--- config.mk ---
export PLATFORM = sky130hd
export DESIGN_NAME = cst_ctrl
export DESIGN_NICKNAME = d
export VERILOG_FILES = /design/src/cst_pkg.sv /design/src/cst_ctrl.sv
export SDC_FILE = /design/constraint.sdc
export NUM_CORES = 1
export LEC_CHECK = 0
export BUFFER_PORTS_ARGS = -buffer_cell sky130_fd_sc_hd__buf_2
export CORE_AREA = 4 4 50 52
export CTS_BUF_LIST = sky130_fd_sc_hd__clkbuf_8 sky130_fd_sc_hd__clkbuf_16
export DETAILED_ROUTE_END_ITERATION = 12
export DIE_AREA = 0 0 54 56
export PLACE_DENSITY_LB_ADDON = 0.1
export SETUP_SLACK_MARGIN = 0.3
export SLEW_MARGIN = 20
export SYNTH_ARGS = -nofsm -noshare
export SYNTH_HDL_FRONTEND = slang
export SYNTH_SLANG_ARGS = --single-unit
--- constraint.sdc ---
create_clock -name clk -period 2.4 [get_ports clk]
set_clock_uncertainty 0.15 [all_clocks]
set_input_delay 0.12 -clock clk [delete_from_list [all_inputs] [get_ports clk]]
set_output_delay 0.12 -clock clk [all_outputs]
set_load 0.005 [all_outputs]
--- src/cst_pkg.sv ---
`default_nettype none

package cst_pkg;

  // configuration register widths, indexes and reset values
  localparam int TENSION_W   = 9;
  localparam int GRAIN_W     = 4;
  localparam int USTEP_W     = 16;
  localparam int CFG_DATA_W  = 16;
  localparam int CFG_INDEX_W = 2;

  localparam logic [CFG_INDEX_W-1:0] CFG_TENSION = 2'd0;
  localparam logic [CFG_INDEX_W-1:0] CFG_GRAIN   = 2'd1;
  localparam logic [CFG_INDEX_W-1:0] CFG_U_STEP  = 2'd2;

  localparam logic [TENSION_W-1:0] TENSION_RESET = 9'd128;
  localparam logic [GRAIN_W-1:0]   GRAIN_RESET   = 4'd4;
  localparam logic [USTEP_W-1:0]   USTEP_RESET   = 16'd13107;

  // horner evaluation: accumulator split into 32-bit limbs, result scaled by 2^56
  localparam int LIMB_W      = 32;
  localparam int ROUND_SHIFT = 56;

  typedef logic [1:0] emit_sel_t;
  localparam emit_sel_t EMIT_POINT  = 2'd0;
  localparam emit_sel_t EMIT_WINDOW = 2'd1;
  localparam emit_sel_t EMIT_ITEM   = 2'd2;

  typedef logic [1:0] mul_stage_t;
  localparam mul_stage_t STAGE_C1 = 2'd0;
  localparam mul_stage_t STAGE_C2 = 2'd1;
  localparam mul_stage_t STAGE_C3 = 2'd2;

  typedef struct packed {
    logic       take;
    logic       first_load;
    logic       store;
    logic       shift;
    logic       clear;
    logic       coef;
    logic       load;
    logic       mul;
    logic       mul_hi;
    mul_stage_t mul_stage;
    logic       emit;
    emit_sel_t  emit_sel;
    logic       mark_last;
    logic       mark_end;
  } cmd_t;

  typedef struct packed {
    logic first;
    logic last;
    logic full;
    logic out_free;
  } stat_t;

endpackage

`default_nettype wire

--- src/cst_ctrl.sv ---
`default_nettype none

module cst_ctrl #(
  parameter int MAX_GRAIN = 15
) (
  input  wire logic                        clk,
  input  wire logic                        rst,
  input  wire logic                        in_valid,
  output logic                             in_ready,
  input  wire logic [cst_pkg::GRAIN_W-1:0] grain,
  input  wire cst_pkg::stat_t              stat,
  output cst_pkg::cmd_t                    cmd
);

  localparam int JW = $clog2(MAX_GRAIN + 1);
  localparam int GW = (JW > cst_pkg::GRAIN_W) ? JW : cst_pkg::GRAIN_W;

  localparam logic [3:0] S_IDLE  = 4'd0;
  localparam logic [3:0] S_BEGIN = 4'd1;
  localparam logic [3:0] S_START = 4'd2;
  localparam logic [3:0] S_PUSH  = 4'd3;
  localparam logic [3:0] S_LOAD  = 4'd4;
  localparam logic [3:0] S_MUL   = 4'd5;
  localparam logic [3:0] S_POINT = 4'd6;
  localparam logic [3:0] S_KNOT  = 4'd7;
  localparam logic [3:0] S_END   = 4'd8;

  localparam logic [2:0] PHASE_LAST = 3'd5;

  logic [3:0]    state, state_next;
  logic          pass, pass_next;
  logic          twice, twice_next;
  logic [2:0]    phase, phase_next;
  logic [JW-1:0] j, j_next, j_inc, g_eff;
  logic [GW-1:0] grain_e;

  assign grain_e = GW'(grain);
  assign g_eff   = (grain_e > GW'(MAX_GRAIN)) ? JW'(MAX_GRAIN) : JW'(grain_e);
  assign j_inc   = j + JW'(1);

  always_comb begin
    state_next = state;
    pass_next  = pass;
    twice_next = twice;
    phase_next = phase;
    j_next     = j;
    cmd        = '0;
    in_ready   = 1'b0;
    cmd.mul_stage = phase[2:1];
    cmd.mul_hi    = phase[0];
    unique case (state)
      S_IDLE: begin
        in_ready = 1'b1;
        if (in_valid) begin
          cmd.take   = 1'b1;
          pass_next  = 1'b0;
          state_next = S_BEGIN;
        end
      end
      S_BEGIN: begin
        if (stat.first) begin
          cmd.first_load = 1'b1;
          twice_next     = 1'b0;
          state_next     = S_START;
        end else begin
          state_next = S_PUSH;
        end
      end
      S_START: begin
        if (stat.out_free) begin
          cmd.emit      = 1'b1;
          cmd.emit_sel  = cst_pkg::EMIT_ITEM;
          cmd.mark_last = twice && !stat.last;
          twice_next    = 1'b1;
          if (twice) begin
            if (stat.last) begin
              pass_next  = 1'b1;
              state_next = S_PUSH;
            end else begin
              state_next = S_IDLE;
            end
          end
        end
      end
      S_PUSH: begin
        if (stat.full) begin
          cmd.coef   = 1'b1;
          j_next     = '0;
          state_next = (g_eff == '0) ? S_KNOT : S_LOAD;
        end else begin
          cmd.store = 1'b1;
          priority if (!pass && stat.last) begin
            pass_next  = 1'b1;
            state_next = S_PUSH;
          end else if (pass) begin
            state_next = S_END;
          end else begin
            state_next = S_IDLE;
          end
        end
      end
      S_LOAD: begin
        cmd.load   = 1'b1;
        phase_next = '0;
        state_next = S_MUL;
      end
      S_MUL: begin
        cmd.mul = 1'b1;
        if (phase == PHASE_LAST) begin
          state_next = S_POINT;
        end else begin
          phase_next = phase + 3'd1;
        end
      end
      S_POINT: begin
        if (stat.out_free) begin
          cmd.emit     = 1'b1;
          cmd.emit_sel = cst_pkg::EMIT_POINT;
          j_next       = j_inc;
          state_next   = (j_inc == g_eff) ? S_KNOT : S_LOAD;
        end
      end
      S_KNOT: begin
        if (stat.out_free) begin
          cmd.emit      = 1'b1;
          cmd.emit_sel  = cst_pkg::EMIT_WINDOW;
          cmd.mark_last = !stat.last;
          cmd.shift     = 1'b1;
          priority if (!pass && stat.last) begin
            pass_next  = 1'b1;
            state_next = S_PUSH;
          end else if (pass) begin
            state_next = S_END;
          end else begin
            state_next = S_IDLE;
          end
        end
      end
      S_END: begin
        if (stat.out_free) begin
          cmd.emit      = 1'b1;
          cmd.emit_sel  = cst_pkg::EMIT_ITEM;
          cmd.mark_last = 1'b1;
          cmd.mark_end  = 1'b1;
          cmd.clear     = 1'b1;
          state_next    = S_IDLE;
        end
      end
      default: begin
        state_next = S_IDLE;
      end
    endcase
  end

  always_ff @(posedge clk) begin
    if (rst) begin
      state <= S_IDLE;
      pass  <= 1'b0;
      twice <= 1'b0;
      phase <= '0;
      j     <= '0;
    end else begin
      state <= state_next;
      pass  <= pass_next;
      twice <= twice_next;
      phase <= phase_next;
      j     <= j_next;
    end
  end

`ifndef NO_ASSERTIONS
  a_emit_room: assert property (@(posedge clk) disable iff (rst)
    cmd.emit |-> stat.out_free)
    else $error("result written while output register is occupied");
  a_one_item: assert property (@(posedge clk) disable iff (rst)
    in_valid && in_ready |=> !in_ready)
    else $error("second item taken before the first was processed");
  a_phase_range: assert property (@(posedge clk) disable iff (rst)
    state == S_MUL |-> phase <= PHASE_LAST)
    else $error("multiplier phase out of range");
`endif

endmodule

`default_nettype wire

# [After elaboration in Yosys (flattened, before gate mapping)]
# Index checks and enable logic that the tools add are counted.
[totals] ff_bits=13 input_bits=11 wordCells=98
[classes] add_sub_neg=2 order_cmp=1 n_eq_ne=22 mux=53 reduce_logical=15
[op_table] cell="two-way mux 4 bit" n=15
[op_table] cell="case mux 4 bit (9 select lines)" n=1
[op_table] cell="two-way mux 1 bit" n=25
[op_table] cell="inequality test 2 bit (second input constant)" n=12
[op_table] cell="equality test 4 x 3 -> 1 bit (second input constant)" n=4
[op_table] cell="AND reduction 7 bit" n=2
[op_table] cell="case mux 3 bit (4 select lines)" n=1
[op_table] cell="equality test 4 x 2 -> 1 bit (second input constant)" n=2
[op_table] cell="zero test 4 bit" n=2
[op_table] cell="case mux 4 bit (2 select lines)" n=1
[op_table] cell="two-way mux 2 bit" n=3
[op_table] cell="two-way mux 3 bit" n=2
[op_table] cell="case mux 3 bit (2 select lines)" n=1
[op_table] cell="AND reduction 3 bit" n=2
[op_table] cell="nonzero test 2 bit" n=3
[op_table] cell="two-way mux 5 bit" n=1
[op_table] cell="adder 4 x 1 -> 4 bit (second input constant)" n=1
[op_table] cell="equality test 4 x 1 -> 1 bit (second input constant)" n=1
[op_table] cell="equality test 4 bit" n=1
[op_table] cell="equality test 4 bit (second input constant)" n=1
[op_table] cell="> comparator 4 bit (second input constant)" n=1
[op_table] cell="case mux 1 bit (4 select lines)" n=1
[op_table] cell="nonzero test 4 bit" n=1
[op_table] cell="adder 3 x 1 -> 3 bit (second input constant)" n=1
[op_table] cell="other kinds (6)" n=8

# [Depth between registers and ports, before layout]
# Gate-level depths: netlist (run 1).
[logic_depth] ltp_word=6 depth_mapped=7 depth_no_buf=7

# [Worst setup path after synthesis (run 1)]
# No wires, ideal clock.
[synth_path] kind="register -> register" startpoint="register phase[0]" endpoint="register state[0]" setup_ns=0.069 arrival_ns=1.496 required_time_ns=2.181 setup_slack_ns=0.685 stages_incl_launch_ff=7 n_path_buf=0 period_less_slack_ns=1.715 cell_sequence="dfxtp_1 -> ha_1 -> nand2_1 -> nand4_1 -> o221ai_2 -> or4_4 -> o21ai_1"
[synth_between] elab_chain_len=3
[synth_lines] item="from (decl)" line="cst_ctrl.sv:33" text="logic [2:0] phase, phase_next;"
[synth_lines] item="from (signal assigned)" line="cst_ctrl.sv:166" text="phase <= phase_next;"
[synth_lines] item="equality test 3 bit" line="cst_ctrl.sv:109" text="if (phase == PHASE_LAST) begin"
[synth_lines] item="inequality test 2 bit (no line)"
[synth_lines] item="AND reduction 7 bit (no line)"
[synth_lines] item="to (signal assigned)" line="cst_ctrl.sv:163" text="state <= state_next;"
[synth_lines] item="to (decl)" line="cst_ctrl.sv:30" text="logic [3:0] state, state_next;"
# Every way passes these cells.
# A chain may end at the register's enable or synchronous reset.

# [Worst setup path in the final report (run 1)]
[layout_path] startpoint="register state[1]" endpoint="register state[0]"
[layout_between] elab_chain_len=3
[layout_lines] item="equality test 4 x 3 -> 1 bit, or another cell as far along" line="cst_ctrl.sv:51" text="unique case (state)"
[layout_lines] item="inequality test 2 bit (no line)"
[layout_lines] item="AND reduction 7 bit (no line)"
# Parallel ways exist; a longest one is shown, timed or not.

==> results of run 1 <==
[worst register-to-register path, stage by stage, from the launching register on]
cell and delay (ns):
dfxtp_1 0.49, nor2_1 0.18, nand4_1 0.26, o221ai_2 0.18, or4_4 0.51, o21ai_1 0.13
[cells by family after synthesis]
family / Yosys count / share of synthesized area, %
xor gates and xnor gates: 7 / 6.020
AOI/OAI and AO/OA: 32 / 23.34
adders and majority gates: 3 / 3.686
DFF: 13 / 25.55
muxes: 2 / 1.966
buffers and inverters: 13 / 5.652
and+or+nand+nor: 66 / 33.78
[cell type report]
class / instances / area (um2)
fillers: 219 / 900.9
repair buffers: 28 / 142.6
well taps: 28 / 35.03
clock buffers: 3 / 41.29
flip-flops and latches: 13 / 262.8
inverters: 5 / 18.77
multi-input cells: 110 / 700.7
clock inverters: 1 / 3.754
[worst max-delay path by stage]
stage,start,endpoint,slack [ns],cells past startpoint
6_report,state[1],state[0],0.44,5
5_1_grt,state[1],state[0],0.39,5
4_1_cts,state[0],state[0],0.39,5
3_5_place_dp,state[0],state[0],0.40,5
3_3_place_gp,state[0],state[0],0.48,5
2_1_floorplan,phase[0],state[0],0.68,6
[synthesized netlist by cell type (2+ instances only)]
cell	n	area [um2]
mux2i_1	2	20.02
buf_2	4	20.02
o21ai_0	3	15.01
clkbuf_1	2	7.510
nand2_1	14	52.55
nor3_1	6	30.03
a211o_1	2	17.52
a22oi_1	2	15.01
nand3_1	5	25.02
a21oi_1	7	35.03
a21boi_0	2	15.01
and3_1	5	31.28
ha_1	3	37.54
a311oi_1	2	17.52
nor2_1	17	63.81
dfxtp_1	13	260.3
inv_1	5	18.77
nor2b_1	4	25.02
nor4_1	5	31.28
a31oi_1	3	18.77
xnor2_1	6	52.55
[repair_timing]
item / in CTS / in global routing
endpoints found under the setup margin: 0 / 3
gates resized for setup: 0 / 2
endpoints found under the hold margin: 0 / 0
[flip-flops by register name, indices dropped and copies added (netlist names)]
register and flops:
j 4, pass 1, phase 3, state 4, twice 1
[per-layer routing]
layer | routed length (um) | up-vias | global-route usage, %
li1 | - | 539 | -
met1 | 1178 | 489 | 25.65
met2 | 1305 | 68 | 29.24
met3 | 293 | 2 | 5.094
met4 | 19 | 0 | 9.253
met5 | 0 | - | 0
[power groups by stage]
| stage | registers [mW] | clock network, mW | logic (mW) |
|---|---|---|---|
| after global routing | 0.321 | 0.218 | 0.462 |
| after global placement | 0.313 | 0 | 0.421 |
| final | 0.316 | 0.192 | 0.423 |
| after CTS | 0.310 | 0.199 | 0.421 |
| after floorplan | 0.268 | 0 | 0.349 |
| after detailed placement | 0.314 | 0 | 0.418 |
[stage by stage]
stage	hold slack, ns	cell area (um2)	util (%)	setup WS [ns]	cells
final	0.06921	1205	57.22	0.4371	188
after global routing	0.07491	1205	57.22	0.3868	188
after CTS	0.06761	1202	57.10	0.3902	188
after detailed placement	0.3185	1157	54.96	0.3998	184
after global placement	0.3290	1157	54.96	0.4840	184
after floorplan	0.04214	1018	-	0.6845	136
==> qor.csv, run 1 <==
metric;value;unit
ys_warn_count;0;
wl_per_cell;14.87;um
clk_pin_slew;0.06;ns
synth_ff_type;dfxtp_1;
grt_pass1_vias;996;
die_h;56;um
p_leak;0.5102;nW
p_sw_share;42.61;%
fmax;509.5;MHz
nets;175;
port-buffer-count;27;
syn_to_final_growth;18.31;%
combPwrFrac;45.4;%
crit_buf_inv;0;
cts-buffers-inserted;3;
tightest_slew;0.4446;ns
finalCritPeriodShare;81.79;%
drv_slew;0;
dp_hpwl;2.108;mm
finalWirelength;2.796;mm
fin_crit;1.963;ns
holdPathEnd;twice;
clockBufferDepth;2;
ys_ff_latch;13;
p_int;0.5343;mW
final_cell_mix;27 x buf_2, 17 x nor2_1, 14 x nand2_1, 11 x dfxtp_1, 7 x a21oi_1;
synth_edf_count;0;
worstPathMaxFanout;9;
critPathSlowestCell;or4_4;
finalSetupViolations;0;
maxSlewHeadroom;70.30;%
r2r_slack;0.44;ns
p_total;0.9309;mW
ios;28;
timing.max_cap.violations;0;
grt_util_all_layers;19.63;%
postCtsSetupBuffers;0;
syn_area_per_cell;7.489;um2
worst_skew_pair.late_latency;0.24;ns
drc_errors;0;
via_count;1098;
p_seq_share;33.9;%
cts_tree;yes;
rsz0062_at_grt;no;
hold_violations;0;
globalplace.congestion;0.8605;
async_flop_share;0;%
cts.sinks;13;
drt_pass1_iterations;4;
first_iter_violations;26;
worst_path_largest_cell_delay;0.51;ns
antenna_found_initial;0;
switchingPower;0.3966;mW
r2r-start;state[1];
hold_path_depth;3;
synth_area;1018;um2
grt_max_degree;19;
drive_gt1_share;26.25;%
antenna_left;0;
via_per_inst;5.840;
path_cells;nor2_1 > nand4_1 > o221ai_2 > or4_4 > o21ai_1;
cts-root-buf;clkbuf_8;
clock_power_share;20.7;%
status;complete, no violations;
critPathKind;register to register;
worstRegToRegCells;5;
num_rows;17;
mostFrequentLayoutCell;buf_2;
synthCells;136;
synth_cell_types;45;
path_delay_family;simple AND/OR/NAND/NOR gates;
p_per_area;772.5;nW/um2
cts.htree.levels;1;
hold_buffers;0;
coreArea;2106;um2
die_area;3024;um2
finalSetupTns;0;ns
cp_data_required_time;2.42;ns
antennaDiodeCount;0;
die_w;54;um
synth_seq_area_share;25.55;%
grt_overflow;0;
worstReg2RegEnd;state[0];
worst_setup_path_start_kind;register;
hp-class;input pin to register;
max-vdd-ir-drop;0.4482;mV
initial_core_util;48.37;%
grt_pass1_wl;4.464;mm
critical_path_arrival;1.98;ns
cp-end-kind;register;
synth_nets;150;
worstHoldStart;stat[3];
Power figures use the tool's default switching activity.
==> inputs of run 2 (changes only) <==
clock period = 2 ns   (was 2.4 ns; I/O delays follow)
==> qor.csv, run 2 (synthesis results as in run 1) <==
metric;value;unit
status;complete, no violations;
hp-class;input pin to register;
die_h;56;um
grt_util_all_layers;22.27;%
syn_to_final_growth;39.43;%
ios;28;
dp_hpwl;2.162;mm
grt_pass1_vias;1125;
p_per_area;952.7;nW/um2
pre_cts_slack;0.1572;ns
tightest_slew;0.3921;ns
drt_pass1_iterations;4;
mostFrequentLayoutCell;buf_2;
worst_skew_pair.late_latency;0.24;ns
maxSlewHeadroom;73.64;%
worst_setup_path_start_kind;register;
worstPathMaxFanout;6;
wl_met2;1.584;mm
num_rows;17;
cts-buffers-inserted;3;
fin_ws;0.2439;ns
critical_path_arrival;1.78;ns
port-buffer-count;27;
fmax;569.5;MHz
via_count;1188;
nets;191;
cts_tree;yes;
via_per_inst;5.824;
coreArea;2106;um2
wl_met1;1.301;mm
cts.htree.levels;1;
finalWirelength;3.083;mm
drive_gt1_share;41.48;%
cts-root-buf;clkbuf_8;
placed_area;1204;um2
wl_met3;178;um
fin_crit;1.756;ns
critPathKind;register to register;
top_layer_used;met4;
p_leak;0.6082;nW
hold_buffers;0;
antenna_found_initial;0;
clock_power_share;17.2;%
die_w;54;um
antennaDiodeCount;0;
finalSetupTns;0;ns
drv_slew;0;
largestRegisters;j x4, state x4, phase x3;
globalplace.congestion;0.9068;
hold_violations;0;
die_area;3024;um2
drc_errors;0;
worst_path_largest_cell_delay;0.56;ns
clk_pin_slew;0.06;ns
cp-end-kind;register;
cts.sinks;13;
first_iter_violations;32;
finalSetupViolations;0;
p_seq_share;26.7;%
wl_per_cell;15.11;um
layoutNonFillerInstCount;204;
initial_core_util;48.37;%
placed_cells;190;
p_int;0.8064;mW
antenna_left;0;
max-vdd-ir-drop;0.6272;mV
cp_data_required_time;2.02;ns
grt_max_degree;15;
critPathSlowestCell;or4_4;
fillCellCount;176;
grt_overflow;0;
rsz0062_at_grt;yes;
p_sw_share;40.40;%
finalCritPeriodShare;87.80;%
clockBufferDepth;2;
finalInstanceArea;1420;um2
timing.max_cap.violations;0;
grt_pass1_wl;5.154;mm
switchingPower;0.5466;mW
combPwrFrac;56.2;%
path_cells;nand2b_4 > a21oi_4 > o221ai_4 > or4_4 > o21ai_1;
final_cell_mix;28 x buf_2, 17 x nor2_1, 14 x buf_4, 12 x nand2_1, 7 x dfxtp_1;
run 2: per-stage QoR:
stage / power [mW] / util, % / hold WS (ns)
after floorplan: 0.7407 / - / 0.02214
after global placement: 0.9517 / 57.16 / 0.2971
after detailed placement: 0.9490 / 57.16 / 0.2999
after CTS: 1.251 / 63.81 / 0.04965
after global routing: 1.450 / 67.44 / 0.06202
final: 1.353 / 67.44 / 0.05395
run 2: worst paths after layout:
check                           startpoint  endpoint  slack (ns)  depth (start not counted)
worst max-delay path              state[2]  state[0]        0.24                          5
worst min register to register        pass      pass        0.36                          2
worst min-delay path                   rst  state[3]        0.05                          2
worst max register to register    state[2]  state[0]        0.24                          5
run 2: critical path, delay by kind of cell, from the launching register on:
kind / cells / cell delay, ns
simple gates: 2 / 0.72
compound gates: 3 / 0.44
flops: 1 / 0.37
run 2: metal layers:
layer | vias up | GRT usage, %
met4 | 0 | 7.829
met2 | 43 | 35.64
met5 | - | 0
met1 | 570 | 28.94
li1 | 571 | -
met3 | 4 | 4.290
run 2: power groups by stage:
stage / logic (mW) / registers [mW] / clock network, mW
floorplan: 0.419 / 0.322 / 0
global placement: 0.601 / 0.351 / 0
detailed placement: 0.596 / 0.353 / 0
CTS: 0.654 / 0.363 / 0.234
global route: 0.826 / 0.367 / 0.257
finish: 0.760 / 0.361 / 0.232
run 2: area by class of cell:
| class | instances | area [um2] | area share [%] |
|---|---|---|---|
| multi-input combinational | 110 | 775.7 | 54.63 |
| sequential | 13 | 277.8 | 19.56 |
| timing repair buffer | 44 | 267.8 | 18.85 |
| clock buffer | 3 | 41.29 | 2.907 |
| tap | 28 | 35.03 | 2.467 |
| inverter | 5 | 18.77 | 1.322 |
| clock inverter | 1 | 3.754 | 0.2643 |
run 2: what timing repair did:
item / in CTS / in global routing
buffers inserted: 6 / 4
pin swaps: 3 / 7
resized for setup: 15 / 15
endpoints found under the setup margin: 13 / 14
==> inputs of run 3 (changes only) <==
SETUP_SLACK_MARGIN = 0.2   (was 0.3)
==> qor.csv, run 3 (synthesis results as in run 1) <==
metric;value;unit
cts.sinks;13;
status;complete, no violations;
timing.max_cap.violations;0;
path_delay_family;compound AO/OA/AOI/OAI gates;
cts-buffers-inserted;3;
nets;183;
placed_area;1195;um2
grt_pass1_vias;992;
r2r-start;state[1];
ios;28;
rsz0062_at_grt;yes;
cts_tree;yes;
critPathKind;register to primary output;
dp_hpwl;2.118;mm
initial_core_util;48.37;%
first_iter_violations;31;
drt_pass1_iterations;4;
maxSlewHeadroom;72.10;%
globalplace.congestion;0.9140;
tightest_slew;0.4147;ns
p_leak;0.5597;nW
syn_to_final_growth;28.99;%
port-buffer-count;27;
finalInstanceArea;1314;um2
hp-class;input pin to register;
p_per_area;931.7;nW/um2
holdPathEnd;twice;
worst_setup_path_start_kind;register;
grt_util_all_layers;19.20;%
hold_buffers;0;
worstRegToRegCells;5;
clk_pin_slew;0.06;ns
grt_pass1_wl;4.416;mm
via_per_inst;6.041;
clockBufferDepth;2;
cp_data_required_time;1.75;ns
antenna_left;0;
coreArea;2106;um2
wl_met2;1.436;mm
top_layer_used;met4;
critPathSlowestCell;dfxtp_4;
wl_met1;1.260;mm
antennaDiodeCount;0;
wl_per_cell;15.00;um
worstHoldStart;stat[3];
fin_ws;0.2472;ns
antenna_found_initial;0;
cts.htree.levels;1;
drc_errors;0;
placed_cells;189;
hold_violations;0;
die_area;3024;um2
cp-end-kind;primary output;
finalCritPeriodShare;87.64;%
worstReg2RegEnd;state[0];
crit_buf_inv;2;
drive_gt1_share;35.71;%
final_cell_mix;27 x buf_2, 17 x nor2_1, 14 x nand2_1;
worst_skew_pair.late_latency;0.24;ns
largestRegisters;j x4, state x4, phase x3;
max-vdd-ir-drop;0.4665;mV
finalSetupViolations;0;
pre_cts_slack;0.1688;ns
via_count;1184;
num_rows;17;
fin_crit;1.753;ns
cts-root-buf;clkbuf_8;
grt_max_degree;16;
worstPathMaxFanout;8;
path_cells;nor2_2 > buf_6 > nand2_1 > a211o_1 > a21boi_1 > buf_2;
finalWirelength;2.940;mm
worst_path_largest_cell_delay;0.38;ns
die_w;54;um
mostFrequentLayoutCell;buf_2;
finalSetupTns;0;ns
drv_slew;0;
grt_overflow;0;
fmax;570.5;MHz
r2r_slack;0.28;ns
wl_met3;232;um
critical_path_arrival;1.50;ns
hold_path_depth;3;
die_h;56;um
layoutNonFillerInstCount;196;
run 3: worst reg2reg max path, cell delays in order (launching register included):
cell and delay (ns):
dfxtp_4 0.38, nor2b_1 0.16, a21oi_2 0.17, o221ai_2 0.16, or4_4 0.51, o21ai_1 0.12
run 3: cell type report:
class | count | area (um2)
multi-input combinational | 110 | 732.0
clock inverter | 1 | 3.754
sequential | 13 | 272.8
inverter | 5 | 18.77
tap | 28 | 35.03
timing repair buffer | 36 | 210.2
fill | 205 | 792.0
clock buffer | 3 | 41.29
run 3: timing repair:
item / CTS / global route
pin swaps: 1 / 2
setup endpoints to repair: 4 / 8
setup buffers: 2 / 1
gates resized for setup: 4 / 14
run 3: where the power goes:
group | internal, mW | leakage (nW) | switching (mW)
sequential | 0.305 | 0.109 | 0.0636
clock | 0.136 | 0.0269 | 0.104
combinational | 0.271 | 0.424 | 0.346
total | 0.711 | 0.560 | 0.513
run 3: worst max path at each step:
stage / start / depth (start not counted) / to
6_report: state[0] / 6 / cmd[1]
5_1_grt: state[0] / 6 / cmd[1]
4_1_cts: state[3] / 5 / cmd[1]
3_5_place_dp: state[1] / 5 / state[0]
3_3_place_gp: state[1] / 5 / state[1]
2_1_floorplan: phase[0] / 6 / state[0]
run 3: metal layers:
| metal | up-vias | track usage (%) |
|---|---|---|
| met3 | 2 | 4.290 |
| li1 | 558 | - |
| met2 | 49 | 29.58 |
| met5 | - | 0 |
| met4 | 0 | 6.406 |
| met1 | 575 | 25.81 |
run 3: per-stage QoR:
step                hold WS, ns  utilization, %  power (mW)
floorplan               0.02214               -      0.7406
global placement         0.3049           56.74      0.9236
detailed placement       0.2985           56.74      0.9224
CTS                     0.04636           59.89       1.170
global route            0.06183           62.39       1.307
finish                  0.04885           62.39       1.224
